<file path="src/rtl/core/assert_macros.svh">
`ifndef ASSERT_MACROS_SVH
`define ASSERT_MACROS_SVH

// Invariant checked at every clock edge outside reset.
`define CSEM_ASSERT_ALWAYS(lbl, clk, rst_n, expr) \
    lbl: assert property (@(posedge clk) disable iff (!rst_n) (expr)) \
        else $error("invariant violated");

// Same-cycle implication checked outside reset.
`define CSEM_ASSERT_IMPLY(lbl, clk, rst_n, ante, cons) \
    lbl: assert property (@(posedge clk) disable iff (!rst_n) (ante) |-> (cons)) \
        else $error("implication violated");

`endif

</file>
<file path="src/rtl/core/csem_pkg.sv">
`default_nettype none

package csem_pkg;

    localparam int QUEUE_DEPTH = 16;
    localparam int COUNT_BITS  = 16;
    localparam int MAX_RESULTS = 16;
    localparam int CAPACITY    = (QUEUE_DEPTH < MAX_RESULTS) ? QUEUE_DEPTH : MAX_RESULTS;
    localparam int PTR_W       = $clog2(QUEUE_DEPTH);
    localparam int TOTAL_W     = $clog2(CAPACITY + 1);

    localparam int KIND_W   = 2;
    localparam int TID_W    = 8;
    localparam int AMT_W    = 16;
    localparam int STATUS_W = 3;
    localparam int SUM_W    = ((COUNT_BITS > AMT_W) ? COUNT_BITS : AMT_W) + 1;

    localparam int CMDQ_DEPTH = 2;
    localparam int CMDQ_PTR_W = $clog2(CMDQ_DEPTH);
    localparam int CMDQ_LVL_W = $clog2(CMDQ_DEPTH + 1);

    localparam logic [COUNT_BITS-1:0] COUNT_MAX = '1;

    localparam logic [KIND_W-1:0] KIND_POST    = 2'd0;
    localparam logic [KIND_W-1:0] KIND_WAIT    = 2'd1;
    localparam logic [KIND_W-1:0] KIND_DESTROY = 2'd2;
    localparam logic [KIND_W-1:0] KIND_CREATE  = 2'd3;

    localparam logic [STATUS_W-1:0] ST_GRANTED  = 3'd0;
    localparam logic [STATUS_W-1:0] ST_WOKEN    = 3'd1;
    localparam logic [STATUS_W-1:0] ST_RELEASED = 3'd2;
    localparam logic [STATUS_W-1:0] ST_REJECTED = 3'd3;
    localparam logic [STATUS_W-1:0] ST_QUEUED   = 3'd4;
    localparam logic [STATUS_W-1:0] ST_FULL     = 3'd5;
    localparam logic [STATUS_W-1:0] ST_DONE     = 3'd6;

    typedef enum logic [3:0] {
        OP_POST    = 4'b0001,
        OP_WAIT    = 4'b0010,
        OP_DESTROY = 4'b0100,
        OP_CREATE  = 4'b1000
    } t_op;

    typedef struct packed {
        t_op                    op;
        logic [TID_W-1:0]       tid;
        logic [AMT_W-1:0]       amount;
        logic [COUNT_BITS-1:0]  load_count;
    } t_cmd;

    typedef struct packed {
        logic               idle;
        logic               destroyed;
        logic [TOTAL_W-1:0] total;
    } t_back_stat;

endpackage

`default_nettype wire

</file>
<file path="src/rtl/core/csem_if.sv">
`default_nettype none

interface csem_in_if;
    import csem_pkg::*;
    logic              valid;
    logic              ready;
    logic [KIND_W-1:0] kind;
    logic [TID_W-1:0]  thread_id;
    logic [AMT_W-1:0]  amount;
    modport source(output valid, kind, thread_id, amount, input ready);
    modport sink(input valid, kind, thread_id, amount, output ready);
endinterface

interface csem_out_if;
    import csem_pkg::*;
    logic                valid;
    logic                ready;
    logic [TID_W-1:0]    thread_id_out;
    logic [STATUS_W-1:0] status;
    logic                last;
    modport source(output valid, thread_id_out, status, last, input ready);
    modport sink(input valid, thread_id_out, status, last, output ready);
endinterface

`default_nettype wire

</file>
<file path="src/rtl/core/csem_front.sv">
`default_nettype none

module csem_front (
    input  wire              i_clk,
    input  wire              i_rst_n,
    csem_in_if.sink          i_req,
    output logic             o_push_valid,
    output csem_pkg::t_cmd   o_push_cmd,
    input  wire              i_push_ready
);
    import csem_pkg::*;

    logic r_valid, n_valid;
    t_cmd r_cmd, n_cmd;
    logic accept;

    assign i_req.ready  = !r_valid || i_push_ready;
    assign accept       = i_req.valid && i_req.ready;
    assign o_push_valid = r_valid;
    assign o_push_cmd   = r_cmd;

    always_comb begin
        n_cmd        = r_cmd;
        n_valid      = r_valid && !i_push_ready;
        if (accept) begin
            n_valid        = 1'b1;
            n_cmd.tid      = i_req.thread_id;
            n_cmd.amount   = i_req.amount;
            n_cmd.load_count = (SUM_W'(i_req.amount) > SUM_W'(COUNT_MAX)) ?
                               COUNT_MAX : COUNT_BITS'(i_req.amount);
            case (i_req.kind)
                KIND_POST:    n_cmd.op = OP_POST;
                KIND_WAIT:    n_cmd.op = OP_WAIT;
                KIND_DESTROY: n_cmd.op = OP_DESTROY;
                KIND_CREATE:  n_cmd.op = OP_CREATE;
                default:      n_cmd.op = OP_POST;
            endcase
        end
    end

    always_ff @(posedge i_clk) begin
        if (!i_rst_n) begin
            r_valid <= 1'b0;
        end else begin
            r_valid <= n_valid;
        end
        r_cmd <= n_cmd;
    end

endmodule

`default_nettype wire

</file>
<file path="src/rtl/core/csem_cmdq.sv">
`default_nettype none

module csem_cmdq (
    input  wire                                 i_clk,
    input  wire                                 i_rst_n,
    input  wire                                 i_push_valid,
    input  csem_pkg::t_cmd                      i_push_cmd,
    output logic                                o_push_ready,
    output logic                                o_pop_valid,
    output csem_pkg::t_cmd                      o_pop_cmd,
    input  wire                                 i_pop_ready,
    output logic [csem_pkg::CMDQ_LVL_W-1:0]     o_level
);
    import csem_pkg::*;

    t_cmd                  r_slot [CMDQ_DEPTH];
    logic [CMDQ_PTR_W-1:0] r_wr_ptr, r_rd_ptr;
    logic [CMDQ_LVL_W-1:0] r_level;
    logic                  push, pop;

    function automatic logic [CMDQ_PTR_W-1:0] bump(input logic [CMDQ_PTR_W-1:0] p);
        return (p == CMDQ_PTR_W'(CMDQ_DEPTH - 1)) ? '0 : p + 1'b1;
    endfunction

    assign o_push_ready = (r_level != CMDQ_LVL_W'(CMDQ_DEPTH));
    assign o_pop_valid  = (r_level != '0);
    assign o_pop_cmd    = r_slot[r_rd_ptr];
    assign o_level      = r_level;
    assign push         = i_push_valid && o_push_ready;
    assign pop          = o_pop_valid && i_pop_ready;

    always_ff @(posedge i_clk) begin
        if (!i_rst_n) begin
            r_wr_ptr <= '0;
            r_rd_ptr <= '0;
            r_level  <= '0;
        end else begin
            if (push) begin
                r_wr_ptr <= bump(r_wr_ptr);
            end
            if (pop) begin
                r_rd_ptr <= bump(r_rd_ptr);
            end
            if (push && !pop) begin
                r_level <= r_level + 1'b1;
            end else if (pop && !push) begin
                r_level <= r_level - 1'b1;
            end
        end
        if (push) begin
            r_slot[r_wr_ptr] <= i_push_cmd;
        end
    end

endmodule

`default_nettype wire

</file>
<file path="src/rtl/core/csem_back.sv">
`default_nettype none

module csem_back (
    input  wire                  i_clk,
    input  wire                  i_rst_n,
    input  wire                  i_cmd_valid,
    input  csem_pkg::t_cmd       i_cmd,
    output logic                 o_cmd_ready,
    csem_out_if.source           o_rsp,
    output csem_pkg::t_back_stat o_stat
);
    import csem_pkg::*;

    typedef enum logic [3:0] {
        S_IDLE   = 4'b0001,
        S_SINGLE = 4'b0010,
        S_FETCH  = 4'b0100,
        S_WAKE   = 4'b1000
    } t_state;

    t_state                r_state, n_state;
    logic [COUNT_BITS-1:0] r_count, n_count;
    logic                  r_destroyed, n_destroyed;
    logic [PTR_W-1:0]      r_oldest, n_oldest;
    logic [PTR_W-1:0]      r_newest, n_newest;
    logic [TOTAL_W-1:0]    r_total, n_total;
    logic                  r_release, n_release;
    logic [TID_W-1:0]      r_res_tid, n_res_tid;
    logic [STATUS_W-1:0]   r_res_st, n_res_st;

    logic                  r_out_valid, n_out_valid;
    logic [TID_W-1:0]      r_out_tid, n_out_tid;
    logic [STATUS_W-1:0]   r_out_st, n_out_st;
    logic                  r_out_last, n_out_last;

    logic [TID_W-1:0]      r_mem [QUEUE_DEPTH];
    logic [TID_W-1:0]      r_rd_data;
    logic                  mem_we;

    logic                  can_load;
    logic                  more;
    logic                  is_last;
    logic [SUM_W-1:0]      sum;

    function automatic logic [PTR_W-1:0] next_slot(input logic [PTR_W-1:0] p);
        return (p == PTR_W'(QUEUE_DEPTH - 1)) ? '0 : p + 1'b1;
    endfunction

    assign o_cmd_ready      = (r_state == S_IDLE);
    assign can_load         = !r_out_valid || o_rsp.ready;
    assign o_rsp.valid      = r_out_valid;
    assign o_rsp.thread_id_out = r_out_tid;
    assign o_rsp.status     = r_out_st;
    assign o_rsp.last       = r_out_last;
    assign o_stat.idle      = (r_state == S_IDLE);
    assign o_stat.destroyed = r_destroyed;
    assign o_stat.total     = r_total;

    assign sum     = SUM_W'(r_count) + SUM_W'(i_cmd.amount);
    assign more    = (r_total != '0) && (r_release || (r_count != '0));
    assign is_last = (r_total == TOTAL_W'(1)) ||
                     (!r_release && (r_count == COUNT_BITS'(1)));

    always_comb begin
        n_state     = r_state;
        n_count     = r_count;
        n_destroyed = r_destroyed;
        n_oldest    = r_oldest;
        n_newest    = r_newest;
        n_total     = r_total;
        n_release   = r_release;
        n_res_tid   = r_res_tid;
        n_res_st    = r_res_st;
        n_out_valid = r_out_valid && !o_rsp.ready;
        n_out_tid   = r_out_tid;
        n_out_st    = r_out_st;
        n_out_last  = r_out_last;
        mem_we      = 1'b0;

        case (r_state)
            S_IDLE: begin
                if (i_cmd_valid) begin
                    n_state = S_SINGLE;
                    if (i_cmd.op == OP_CREATE) begin
                        n_count     = i_cmd.load_count;
                        n_destroyed = 1'b0;
                        n_oldest    = '0;
                        n_newest    = '0;
                        n_total     = '0;
                        n_res_tid   = '0;
                        n_res_st    = ST_DONE;
                    end else if (r_destroyed) begin
                        n_res_tid = i_cmd.tid;
                        n_res_st  = ST_REJECTED;
                    end else begin
                        case (i_cmd.op)
                            OP_POST: begin
                                n_count   = (sum > SUM_W'(COUNT_MAX)) ?
                                            COUNT_MAX : COUNT_BITS'(sum);
                                n_release = 1'b0;
                                n_state   = S_FETCH;
                            end
                            OP_WAIT: begin
                                n_res_tid = i_cmd.tid;
                                if (r_count != '0) begin
                                    n_count  = r_count - 1'b1;
                                    n_res_st = ST_GRANTED;
                                end else if (r_total >= TOTAL_W'(CAPACITY)) begin
                                    n_res_st = ST_FULL;
                                end else begin
                                    mem_we   = 1'b1;
                                    n_newest = next_slot(r_newest);
                                    n_total  = r_total + 1'b1;
                                    n_res_st = ST_QUEUED;
                                end
                            end
                            OP_DESTROY: begin
                                n_destroyed = 1'b1;
                                n_count     = '0;
                                n_release   = 1'b1;
                                n_state     = S_FETCH;
                            end
                            default: begin
                                n_state = S_IDLE;
                            end
                        endcase
                    end
                end
            end
            S_FETCH: begin
                if (more) begin
                    n_state = S_WAKE;
                end else begin
                    n_res_tid = '0;
                    n_res_st  = ST_DONE;
                    if (r_release) begin
                        n_oldest = '0;
                        n_newest = '0;
                    end
                    n_state = S_SINGLE;
                end
            end
            S_WAKE: begin
                if (can_load) begin
                    n_out_valid = 1'b1;
                    n_out_tid   = r_rd_data;
                    n_out_st    = r_release ? ST_RELEASED : ST_WOKEN;
                    n_out_last  = is_last;
                    n_oldest    = next_slot(r_oldest);
                    n_total     = r_total - 1'b1;
                    if (!r_release) begin
                        n_count = r_count - 1'b1;
                    end
                    if (is_last) begin
                        if (r_release) begin
                            n_oldest = '0;
                            n_newest = '0;
                            n_total  = '0;
                        end
                        n_state = S_IDLE;
                    end else begin
                        n_state = S_FETCH;
                    end
                end
            end
            S_SINGLE: begin
                if (can_load) begin
                    n_out_valid = 1'b1;
                    n_out_tid   = r_res_tid;
                    n_out_st    = r_res_st;
                    n_out_last  = 1'b1;
                    n_state     = S_IDLE;
                end
            end
            default: begin
                n_state = S_IDLE;
            end
        endcase
    end

    always_ff @(posedge i_clk) begin
        if (!i_rst_n) begin
            r_state     <= S_IDLE;
            r_count     <= '0;
            r_destroyed <= 1'b0;
            r_oldest    <= '0;
            r_newest    <= '0;
            r_total     <= '0;
            r_release   <= 1'b0;
            r_out_valid <= 1'b0;
        end else begin
            r_state     <= n_state;
            r_count     <= n_count;
            r_destroyed <= n_destroyed;
            r_oldest    <= n_oldest;
            r_newest    <= n_newest;
            r_total     <= n_total;
            r_release   <= n_release;
            r_out_valid <= n_out_valid;
        end
        r_res_tid  <= n_res_tid;
        r_res_st   <= n_res_st;
        r_out_tid  <= n_out_tid;
        r_out_st   <= n_out_st;
        r_out_last <= n_out_last;
    end

    always_ff @(posedge i_clk) begin
        if (mem_we) begin
            r_mem[r_newest] <= i_cmd.tid;
        end
        r_rd_data <= r_mem[r_oldest];
    end

endmodule

`default_nettype wire

</file>
<file path="src/rtl/core/counting_semaphore_wait_queue.sv">
`default_nettype none

// Counting semaphore with a FIFO of up to 16 waiting thread ids. Requests
// enter a decode register and a two-entry command queue, then a sequencer
// executes them one at a time against the unit count and the waiter memory.
// A create, wait or rejected request gives one result from the single
// state into the output register when the output is free; a post or
// destroy that releases no waiter gives its one result after a pass through
// the fetch state. A post or destroy that releases N waiters gives N
// results, one per pass through the fetch and wake states while the output
// is free, paced by the registered read of the waiter memory, with last set
// on the final one. Requests are accepted into the decode register and
// command queue while results drain. No clearing pass after reset.

module counting_semaphore_wait_queue (
    input  wire       i_clk,
    input  wire       i_rst_n,
    csem_in_if.sink   i_req,
    csem_out_if.source o_rsp
);
    import csem_pkg::*;

    `include "assert_macros.svh"

    logic                  push_valid, push_ready;
    t_cmd                  push_cmd;
    logic                  pop_valid, pop_ready;
    t_cmd                  pop_cmd;
    logic [CMDQ_LVL_W-1:0] q_level;
    t_back_stat            back_stat;

    csem_front u_front (
        .i_clk        (i_clk),
        .i_rst_n      (i_rst_n),
        .i_req        (i_req),
        .o_push_valid (push_valid),
        .o_push_cmd   (push_cmd),
        .i_push_ready (push_ready)
    );

    csem_cmdq u_cmdq (
        .i_clk        (i_clk),
        .i_rst_n      (i_rst_n),
        .i_push_valid (push_valid),
        .i_push_cmd   (push_cmd),
        .o_push_ready (push_ready),
        .o_pop_valid  (pop_valid),
        .o_pop_cmd    (pop_cmd),
        .i_pop_ready  (pop_ready),
        .o_level      (q_level)
    );

    csem_back u_back (
        .i_clk       (i_clk),
        .i_rst_n     (i_rst_n),
        .i_cmd_valid (pop_valid),
        .i_cmd       (pop_cmd),
        .o_cmd_ready (pop_ready),
        .o_rsp       (o_rsp),
        .o_stat      (back_stat)
    );

    `CSEM_ASSERT_ALWAYS(a_total_cap, i_clk, i_rst_n, back_stat.total <= TOTAL_W'(CAPACITY))
    `CSEM_ASSERT_ALWAYS(a_q_level, i_clk, i_rst_n, q_level <= CMDQ_LVL_W'(CMDQ_DEPTH))
    `CSEM_ASSERT_IMPLY(a_destroy_empty, i_clk, i_rst_n, back_stat.destroyed && back_stat.idle, back_stat.total == '0)

endmodule

`default_nettype wire
</file>
<file path="src/flat_wrapper.sv">
// flat-port wrapper written by rule: the top's interface ports become plain ports
module counting_semaphore_wait_queue_flat import csem_pkg::*;
  (i_clk, i_rst_n, i_req_valid, i_req_kind, i_req_thread_id, i_req_amount, i_req_ready, o_rsp_valid, o_rsp_thread_id_out, o_rsp_status, o_rsp_last, o_rsp_ready);
  csem_in_if i_req_i ();
  csem_out_if o_rsp_i ();
  input  wire i_clk;
  input  wire i_rst_n;
  input wire logic [$bits(i_req_i.valid)-1:0] i_req_valid;
  input wire logic [$bits(i_req_i.kind)-1:0] i_req_kind;
  input wire logic [$bits(i_req_i.thread_id)-1:0] i_req_thread_id;
  input wire logic [$bits(i_req_i.amount)-1:0] i_req_amount;
  output wire logic [$bits(i_req_i.ready)-1:0] i_req_ready;
  output wire logic [$bits(o_rsp_i.valid)-1:0] o_rsp_valid;
  output wire logic [$bits(o_rsp_i.thread_id_out)-1:0] o_rsp_thread_id_out;
  output wire logic [$bits(o_rsp_i.status)-1:0] o_rsp_status;
  output wire logic [$bits(o_rsp_i.last)-1:0] o_rsp_last;
  input wire logic [$bits(o_rsp_i.ready)-1:0] o_rsp_ready;
  assign i_req_i.valid = i_req_valid;
  assign i_req_i.kind = i_req_kind;
  assign i_req_i.thread_id = i_req_thread_id;
  assign i_req_i.amount = i_req_amount;
  assign i_req_ready = i_req_i.ready;
  assign o_rsp_valid = o_rsp_i.valid;
  assign o_rsp_thread_id_out = o_rsp_i.thread_id_out;
  assign o_rsp_status = o_rsp_i.status;
  assign o_rsp_last = o_rsp_i.last;
  assign o_rsp_i.ready = o_rsp_ready;
  counting_semaphore_wait_queue u_core (.i_clk(i_clk), .i_rst_n(i_rst_n), .i_req(i_req_i), .o_rsp(o_rsp_i));
endmodule
</file>
<file path="config.mk">
export PLATFORM = sky130hd
export DESIGN_NAME = counting_semaphore_wait_queue_flat
export DESIGN_NICKNAME = d
export VERILOG_FILES = /design/src/rtl/core/csem_pkg.sv /design/src/rtl/core/csem_if.sv /design/src/rtl/core/csem_front.sv /design/src/rtl/core/csem_cmdq.sv /design/src/rtl/core/csem_back.sv /design/src/rtl/core/counting_semaphore_wait_queue.sv /design/src/flat_wrapper.sv
export VERILOG_INCLUDE_DIRS = /design/src /design/src/rtl/core
export SDC_FILE = /design/constraint.sdc
export NUM_CORES = 1
export LEC_CHECK = 0
export ABC_AREA = 1
export BUFFER_PORTS_ARGS = -buffer_cell sky130_fd_sc_hd__buf_2
export CAP_MARGIN = 25
export CORE_MARGIN = 2
export CORE_UTILIZATION = 32
export CTS_BUF_LIST = sky130_fd_sc_hd__clkbuf_8
export CTS_CLUSTER_SIZE = 40
export DETAILED_ROUTE_END_ITERATION = 10
export REMOVE_ABC_BUFFERS = 1
export SETUP_SLACK_MARGIN = 0.2
export SLEW_MARGIN = 0
export SYNTH_ARGS = -nofsm -noshare
export SYNTH_HDL_FRONTEND = slang
export SYNTH_SLANG_ARGS = --single-unit
</file>
<file path="constraint.sdc">
create_clock -name i_clk -period 3 [get_ports i_clk]
set_input_delay 0.15 -clock i_clk [delete_from_list [all_inputs] [get_ports i_clk]]
set_output_delay 0.15 -clock i_clk [all_outputs]
set_load 0.02 [all_outputs]
</file>
### Word level (Yosys, flattened, before mapping)

Memory sizes are Yosys's and may differ from the RTL's. A register that Yosys moved wholly into a read port is not among the register bits.
Cells that the tools add are included.

| storage, ports and cells | value |
|---|---|
| register bits after elaboration | 92 |
| latch bits | 0 |
| memory bits (writable) | 216 |
| memory bits (read-only) | 0 |
| word-level logic and storage cells | 206 |
| memories kept | 2 |

| operators by class | value |
|---|---|
| $add $sub $neg | 10 |
| $mul | 0 |
| div/mod/pow operators | 0 |
| $lt $le $gt $ge | 2 |
| equality and inequality tests | 31 |
| shift-type cells | 0 |
| muxes and demuxes | 98 |
| bitwise gates (word level) | 2 |
| reductions and logical operators | 41 |

Memory list:

| memory | depth | width | rd ports | clocked after Yosys merged registers in | wr ports | line | source |
|---|---|---|---|---|---|---|---|
| u_core.u_back.r_mem | 16 | 8 | 1 | 1 | 1 | csem_back.sv:36 | `logic [TID_W-1:0] r_mem [QUEUE_DEPTH];` |
| u_core.u_cmdq.r_slot | 2 | 44 | 1 | 1 | 1 | csem_cmdq.sv:16 | `t_cmd r_slot [CMDQ_DEPTH];` |

Operators with widths:

| operator | number |
|---|---|
| 2-to-1 mux 16 bit | 7 |
| 2-to-1 mux 4 bit | 23 |
| 2-to-1 mux 8 bit | 7 |
| one-hot mux 16 bit (3 select lines) | 1 |
| 2-to-1 mux 5 bit | 9 |
| 2-to-1 mux 3 bit | 11 |
| one-hot mux 16 bit (2 select lines) | 1 |
| one-hot mux 4 bit (4 select lines) | 2 |
| one-hot mux 8 bit (2 select lines) | 2 |
| 2-to-1 mux 1 bit | 24 |
| one-hot mux 4 bit (3 select lines) | 2 |
| inequality test 2 bit, second input constant | 9 |
| one-hot mux 3 bit (2 select lines) | 3 |
| adder 16 x 16 -> 17 bit | 1 |
| greater-than comparator 17 x 16 -> 1 bit, second input constant | 1 |
| == test 16 x 1 -> 1 bit, second input constant | 1 |
| == test 4 bit, second input constant | 4 |
| nonzero test 16 bit | 1 |
| subtractor 16 x 1 -> 16 bit, second input constant | 1 |
| AND reduction 7 bit | 2 |
| inequality test 3 bit, second input constant | 4 |
| nonzero test 2 bit | 6 |
| one-hot mux 5 bit (2 select lines) | 1 |
| logical AND 1 bit | 9 |
| other kinds (30) | 52 |

### Depth between registers and ports, before layout

Gate-level depths: netlist of run 1.

| logic depth | value |
|---|---|
| word-level depth | 10 |
| depth in mapped cells | 20 |

### Cells and area by module

From an unflattened synthesis of run 1, not the netlist that was laid out.

| unflattened totals | value |
|---|---|
| cell total of the unflattened synthesis | 1344 |
| area, all modules | 14771.7 µm² |

Modules (own cells, without submodules):

| module | instances | cells each | area an instance (µm²) | seq. area each (µm²) |
|---|---|---|---|---|
| csem_back | 1 | 1112 | 10113.4 | 5415.2 |
| csem_cmdq | 1 | 174 | 3619.7 | 2742.6 |
| csem_front | 1 | 58 | 1038.5 | 860.8 |

### Worst setup path after synthesis of run 1

Ideal clock, no wire load.

| path | value |
|---|---|
| path kind | flip-flop to flip-flop |
| from | register with a tool-made name |
| to | register u_core.u_back.r_count[10] |
| library setup time | 0.138 ns |
| arrival time | 2.766 ns |
| required time | 2.862 ns |
| slack | 0.096 ns |
| cell stages (with the launch flop) | 17 |
| path through | dfxtp_1 buf_6 mux2_2 ha_1 fa_1 nand3_1 nand3_1 nand2_1 nand2_1 a21oi_1 nand3_1 nand2_1 nand2_1 nand2_1 nand2_1 nand2_1 a21oi_2 |

RTL lines:

| element | line | source |
|---|---|---|
| to (signal assigned) | csem_back.sv:193 | `r_count <= n_count;` |
| to (decl) | csem_back.sv:22 | `logic [COUNT_BITS-1:0] r_count, n_count;` |

==> results of run 1 <==
path summary, 6_finish.rpt:
check | to | cells after the start
setup / recovery | u_core.u_back.r_count[13] | 17
hold reg to reg | flip-flop | 1
setup reg to reg | u_core.u_back.r_count[13] | 17
hold / removal | u_core.u_front.o_push_cmd[1] | 2
logic make-up (layout without fill, tap and decap cells):
logic type                 after synthesis  after routing  synth area share
buffers and inverters                  215            381            0.0626
AOI/OAI and AO/OA                      199            199            0.0908
and+or+nand+nor                        567            567             0.177
muxes                                   31             31            0.0234
xor gates and xnor gates                22             22            0.0145
DFF                                    285            285             0.605
adders and majority gates               28             28            0.0269
flip-flops by register name, summed over array words and instances (netlist names), 2 cells and up, named ones only:
signal,count
u_core.u_back.r_mem,128
u_core.u_cmdq.r_slot,56
u_core.u_front.o_push_cmd,28
u_core.u_back.r_count,16
u_core.u_back.o_rsp.thread_id_out,8
u_core.u_back.r_rd_data,8
u_core.u_back.r_res_tid,8
u_core.u_back.r_total,5
u_core.u_back.r_newest,4
u_core.u_back.r_oldest,4
u_core.u_back.r_state,4
u_core.u_back.o_rsp.status,3
u_core.u_back.r_res_st,3
u_core.u_cmdq.o_level,2
metrics by stage:
step           setup TNS, ns  hold WS (ns)  worst slack [ns]  utilization  cell area [um^2]
3_5_place_dp               0         0.328             0.246        0.353             14500
3_3_place_gp               0         0.329             0.262        0.353             14500
5_1_grt                    0         0.276             0.163        0.384             15700
4_1_cts                    0         0.247             0.270        0.382             15600
6_report                   0         0.284             0.325        0.384             15700
2_1_floorplan        -105.67         0.219            -0.963            -             13100
routing by layer:
metal	track usage	routed length, um	vias up
met5	0	0	-
met3	0.0242	1580	48
met2	0.243	15200	229
met4	0.0386	558	0
li1	-	-	4819
met1	0.192	14100	4531
critical path, stage by stage, from the launching register on:
cell and delay (ns):
dfxtp_4 0.40, mux2_2 0.36, ha_2 0.21, fa_2 0.39, nand3_1 0.07, nand3_1 0.10, nand2_1 0.08, nand2_1 0.06
buf_4 0.15, a21oi_4 0.14, buf_4 0.16, nand3_1 0.09, nand2_1 0.07, nand2_1 0.05, nand2_1 0.05, nand2_1 0.05
nand2_1 0.09, a21oi_2 0.05
repair_timing:
item	in CTS	in global routing
buffers inserted	0	1
hold buffers	30	0
gates resized for setup	0	18
endpoints found under the hold margin	37	0
setup endpoints to repair	0	17
area by class of cell:
cell class,instances,area (um^2),area share
clock inverter,30,181,0.0115
clock buffer,50,688,0.0438
inverter,169,634,0.0404
tap,532,666,0.0424
multi-input combinational,847,4470,0.284
sequential,285,8060,0.513
timing repair buffer,132,1010,0.0642
power by group through the flow:
stage	registers [mW]	clock network, mW	logic (mW)
floorplan	5.35	0	3.66
global placement	5.27	0	5.45
detailed placement	5.28	0	5.47
CTS	5.20	3.31	5.54
global route	5.27	3.46	6.40
finish	5.22	3.22	5.62
cell usage in the layout, fill, tap and decap left out, types with 4 or more instances in the layout:
master,n
nand2_2,5
buf_2,43
a21oi_1,47
nor2_2,9
xor2_1,16
o32ai_1,7
nand2_1,299
o21ai_0,81
ha_1,25
edfxtp_1,235
o21ai_1,9
buf_4,54
nand4_1,7
dlygate4sd3_1,30
inv_1,182
o221ai_1,25
a21oi_2,8
nor2_1,156
nand3_1,65
xnor2_1,6
dfxtp_1,47
and2_1,4
clkbuf_8,50
o211ai_1,11
clkinv_1,6
nor3_1,7
mux2i_1,29
==> metrics.md, run 1 <==
| Metric | Value |
|---|---|
| Syn Inst Count | 1,347 |
| Die height | between 200 and 250 um |
| Pre-Repair DR Iteration Count | 5 |
| RSZ-0062 raised after global routing | yes |
| Root Buffer | clkbuf_8 |
| Share of the synthesized area in the top cell type | 0.530 |
| DRT iter0 DRCs | 693 |
| Critical hold path startpoint | i_req_amount[1] |
| Total I/O pin count | 44 |
| CP Launch Type | flip-flop |
| Async set or reset register ratio after synthesis | 0 |
| Slew HR | 0.375 |
| Register-to-register path setup slack | around 0.33 ns |
| Yosys warns | 0 |
| Critical Path Fanout Max | 4 |
| Placed Instances | just under 2,000 |
| Worst Clk Skew | 0.0365 ns |
| Int Pwr | 8.61 mW |
| Inserted Clock Buffers | 44 |
| Setup violations, final | 0 |
| DRC | 0 |
| Slew Viols, Final | 0 |
| Non-Filler Instances | 2,045 |
| Most common cell in the netlist | nand2_1 |
| Clock-pin slew on the worst setup and hold paths | 0.08 ns |
| DR vias | 9,627 |
| Synth Register Bits | 285 |
| Top post-synthesis cells by area | edfxtp_1 (53%), nand2_1 (8.5%), dfxtp_1 (7.5%) |
| CP Class | flip-flop to flip-flop |
| NetSw | 5.45 mW |
| Synth unique cells | 44 |
| GRT overflow | 0 |
| Vias in the first global route | 9,596 |
| Fmax | 374 MHz |
| Area leader, netlist | edfxtp_1 |
| WL final | 31.4 mm |
| Final hold violations | 0 |
| Layout cell share with drive strength beyond 1 | 0.138 |
| Post-DP HPWL | 21.1 mm |
| Crit. End Element | flip-flop |
| Total chip power | 14.1 mW |
| Number of diodes | 0 |
| Die width | 208 um |
| Die area | 43,300 um^2 |
| H-tree Lvls | 2 |
| CP required | 3.44 ns |
| Flop pwr share | 0.371 |
| Number of flops mapped to enable cells by yosys | 235 |
| Sequential share of the synthesized area | 0.605 |
| Synth-to-layout area growth | 17.9% |
| FILL cells | 4,051 |
| First-pass GRT wire length | approximately 50 mm |
| Clock power frac | 0.229 |
| Max Cap Violations | 0 |
| Global Route Usage Sum | 0.144 |
| HP Class | input port to flip-flop |
| Mean Syn Cell Area | 9.89 um^2 |
| Synth cell count leaders | nand2_1 (300), edfxtp_1 (235), inv_1 (164) |
| Clock sink total | 285 |
| Combinational share of power | 0.400 |
| Leakage | 6.38 nW |
| Worst-skew pair later-pin latency | 0.58 ns |
| Core area | a little over 40,000 um^2 |
| Worst vdd ir | 0.440 mV |
| CTS tree | done |
| Status | completed |
| WL per Instance | 15.3 um |
| Initial Util | 0.326 |
| Sw frac | 0.388 |
| Final antenna-violating net count | 0 |
| GP Congestion | ~0.90 |
| Nets | 1,537 |
| Least-Margin Pin Slew | 0.937 ns |
| PortBufs | 43 |
| Most used DFF post-synth | edfxtp_1 |
| Post-layout min period | 2.67 ns |
| Drt via density | 4.71 |
| CP Data Arrival Time | 3.11 ns |
| P per Cell Area | 895 nW/um^2 |
| Initial antenna violation count | 0 |
| Rows | 74 |
| Clock Path Buffers | 3 |
| Synth Cell Area | 13,300 um^2 |
| Period utilization | 0.892 |
| Largest net degree at the start of global routing | 68 |
Note: power is estimated with default switching activity, not from simulation.
==> run 2: changes to the inputs <==
--- a/config.mk
+++ b/config.mk
@@ -19,4 +19,5 @@
 export SLEW_MARGIN = 0
 export SYNTH_ARGS = -nofsm -noshare
 export SYNTH_HDL_FRONTEND = slang
+export SYNTH_HIERARCHICAL = 1
 export SYNTH_SLANG_ARGS = --single-unit
==> run 2 against run 1 <==
Effect of this change:
- clock power grew 7.5%
- core utilization down 0.76 points
- via count rose by 1.4%
- clock-buffer cell count increased by 5
- critical path type unchanged
- largest cell class unchanged
- synthesized area rose by 11%
- non-clock buffer count fell by 7
==> metrics.md, run 2 <==
| Metric | Value |
|---|---|
| Worst-skew pair later-pin latency | 0.60 ns (was 0.58 ns) |
| Rows | 78 (was 74) |
| Top reg by flops | u_core/u_back/r_mem (was u_core.u_back.r_mem) |
| Initial Util | 0.324 (was 0.326) |
| Post-DP HPWL | 21.8 mm (was 21.1 mm) |
| Worst vdd ir | 0.380 mV (was 0.440 mV) |
| FILL cells | 4,514 (was 4,051) |
| Max FFs per register | 128 (unchanged) |
| Layout cell share with drive strength beyond 1 | 0.190 (was 0.138) |
| HP Class | input port to flip-flop (unchanged) |
| Max Cap Violations | 0 (unchanged) |
| Clock sink total | 317 (was 285) |
| Final antenna-violating net count | 0 (unchanged) |
| GP Congestion | 0.909 (was 0.902) |
| Core area | 45,500 um^2 (was 40,900 um^2) |
| Synth-to-layout area growth | 16.0% (was 17.9%) |
| DRT iter0 DRCs | 614 (was 693) |
| Global Route Usage Sum | 0.136 (was 0.144) |
| Drt via density | 4.66 (was 4.71) |
| Fmax | 367 MHz (was 374 MHz) |
| Die area | 47,800 um^2 (was 43,300 um^2) |
| Leakage | 6.72 nW (was 6.38 nW) |
| Worst path depth | 13 (was 17) |
| Pre-Repair DR Iteration Count | 5 (unchanged) |
| CP max stage delay | 0.41 ns (was 0.40 ns) |
| DR vias | 9,762 (was 9,627) |
| CP max stage cell | dfxtp_4 (unchanged) |
| Most frequent cell on the critical path | a21oi_1 (was nand2_1) |
| Die width | 219 um (was 208 um) |
| Root Buffer | clkbuf_8 (unchanged) |
| Number of cells on the worst reg-to-reg path | 13 (was 17) |
| Critical Path Fanout Max | 6 (was 4) |
| Syn Inst Count | 1,342 (was 1,347) |
| Synth Cell Area | 14,800 um^2 (was 13,300 um^2) |
| Vias in the first global route | 9,759 (was 9,596) |
| Die height | 219 um (was 208 um) |
| Worst Clk Skew | 0.0313 ns (was 0.0365 ns) |
| Yosys warns | 6 (was 0) |
| Initial antenna violation count | 1 (was 0) |
| Area of the multi-input gates | 4910 um^2 (was 4470 um^2) |
| Total I/O pin count | 44 (unchanged) |
| CP required | 3.54 ns (was 3.44 ns) |
| WL final | 32.8 mm (was 31.4 mm) |
| Setup violations, final | 0 (unchanged) |
| Least-Margin Pin Slew | 0.800 ns (was 0.937 ns) |
| Register area | 9020 um^2 (was 8060 um^2) |
| CTS tree | done (unchanged) |
| Slew Viols, Final | 0 (unchanged) |
| RSZ-0062 raised after global routing | yes (unchanged) |
| Critical path buffers and inverters | 4 (was 2) |
| P per Cell Area | 835 nW/um^2 (was 895 nW/um^2) |
| Number of diodes | 0 (unchanged) |
| Clock-pin slew on the worst setup and hold paths | 0.06 ns (was 0.08 ns) |
| Inserted Clock Buffers | 49 (was 44) |
| Mean Syn Cell Area | 11.0 um^2 (was 9.89 um^2) |
| Clock Path Buffers | 3 (unchanged) |
| Final hold violations | 0 (unchanged) |
| First-pass GRT wire length | 51.2 mm (was 50.7 mm) |
| CP Class | flip-flop to flip-flop (unchanged) |
| PortBufs | 43 (unchanged) |
| Slew HR | 0.467 (was 0.375) |
| CP Data Arrival Time | 3.26 ns (was 3.11 ns) |
| Period utilization | 0.908 (was 0.892) |
| WL per Instance | 15.6 um (was 15.3 um) |
| Commonest non-fill, non-tap cells in the layout | edfxtp_1 (267), nand2_1 (258), nor2_1 (140), inv_1 (134), nand3_1 (61) (was nand2_1 (299), edfxtp_1 (235), inv_1 (182), nor2_1 (156), o21ai_0 (81)) |
| Nets | 1,515 (was 1,537) |
| Commonest non-fill, non-tap cell in the layout | edfxtp_1 (was nand2_1) |
| Largest net degree at the start of global routing | 68 (unchanged) |
| Setup TNS | 0 ns (unchanged) |
| Post-layout min period | 2.72 ns (was 2.67 ns) |
| Crit. End Element | flip-flop (unchanged) |
| CP Launch Type | flip-flop (unchanged) |
| DRC | 0 (unchanged) |
| GRT overflow | 0 (unchanged) |
| Status | completed (unchanged) |
| H-tree Lvls | 2 (unchanged) |
| Hold path depth | 2 (unchanged) |
| Total chip power | 14.3 mW (was 14.1 mW) |
| Delay-heaviest family, CP | buffers and inverters (was simple AND/OR/NAND/NOR gates) |
| CP cell instances | clkbuf_16 > mux2_2 > ha_1 > nand2_1 > nor2_1 > inv_1 > nor3_2 > a21oi_2 > buf_2 > buf_4 > a21oi_1 > o21bai_1 > a21oi_1 (was mux2_2 > ha_2 > fa_2 > nand3_1 > nand3_1 > nand2_1 > nand2_1 > buf_4 > a21oi_4 > buf_4 > nand3_1 > nand2_1 > nand2_1 > nand2_1 > nand2_1 > nand2_1 > a21oi_2) |
==> run 2: worst paths after layout <==
| check | from | endpoint | slack [ns] |
|---|---|---|---|
| setup / recovery | flip-flop | u_core/u_back/r_count[7] | 0.28 |
| hold / removal | i_rst_n | u_core/u_back/r_state[0] | 0.04 |
| setup reg to reg | flip-flop | u_core/u_back/r_count[7] | 0.28 |
| hold reg to reg | u_core/u_front/o_push_cmd[32] | u_core/u_cmdq/r_slot[1][32] | 0.43 |
==> run 2: metal layers <==
layer,GRT usage,part of all wire
met1,0.182,0.46
met2,0.227,0.49
met3,0.0228,0.038
met4,0.0367,0.014
met5,0,0.00040
==> run 2: what timing repair did <==
item / 4_1_cts / 5_1_grt
setup buffers: 0 / 12
setup endpoints to repair: 0 / 79
hold buffers: 29 / 0
gates resized for setup: 0 / 22
endpoints found under the hold margin: 37 / 0
==> run 2: report_power, final <==
| group | internal (mW) | switching (mW) | total (mW) |
|---|---|---|---|
| Combinational | 1.99 | 3.19 | 5.17 |
| Sequential | 5.32 | 0.337 | 5.66 |
| Clock | 1.78 | 1.68 | 3.46 |
| Total | 9.09 | 5.20 | 14.3 |
==> run 2: metrics by stage <==
step | worst slack (ns) | hold WS [ns] | cells | instance area, um^2 | utilization
2_1_floorplan | -0.857 | 0.234 | 1280 | 14400 | -
3_3_place_gp | 0.313 | 0.327 | 1961 | 15700 | 0.344
3_5_place_dp | 0.256 | 0.328 | 1961 | 15700 | 0.344
4_1_cts | 0.241 | 0.0174 | 2080 | 16900 | 0.371
5_1_grt | 0.138 | 0.0641 | 2095 | 17100 | 0.376
6_report | 0.277 | 0.0376 | 2095 | 17100 | 0.376
==> run 2: final cells by class <==
type                            instances  share of cell area
Multi-Input combinational cell        822               0.287
Timing Repair Buffer                  125              0.0556
Tap cell                              600              0.0439
Inverter                              141              0.0311
Clock inverter                         35              0.0110
Clock buffer                           55              0.0442
Sequential cell                       317               0.527
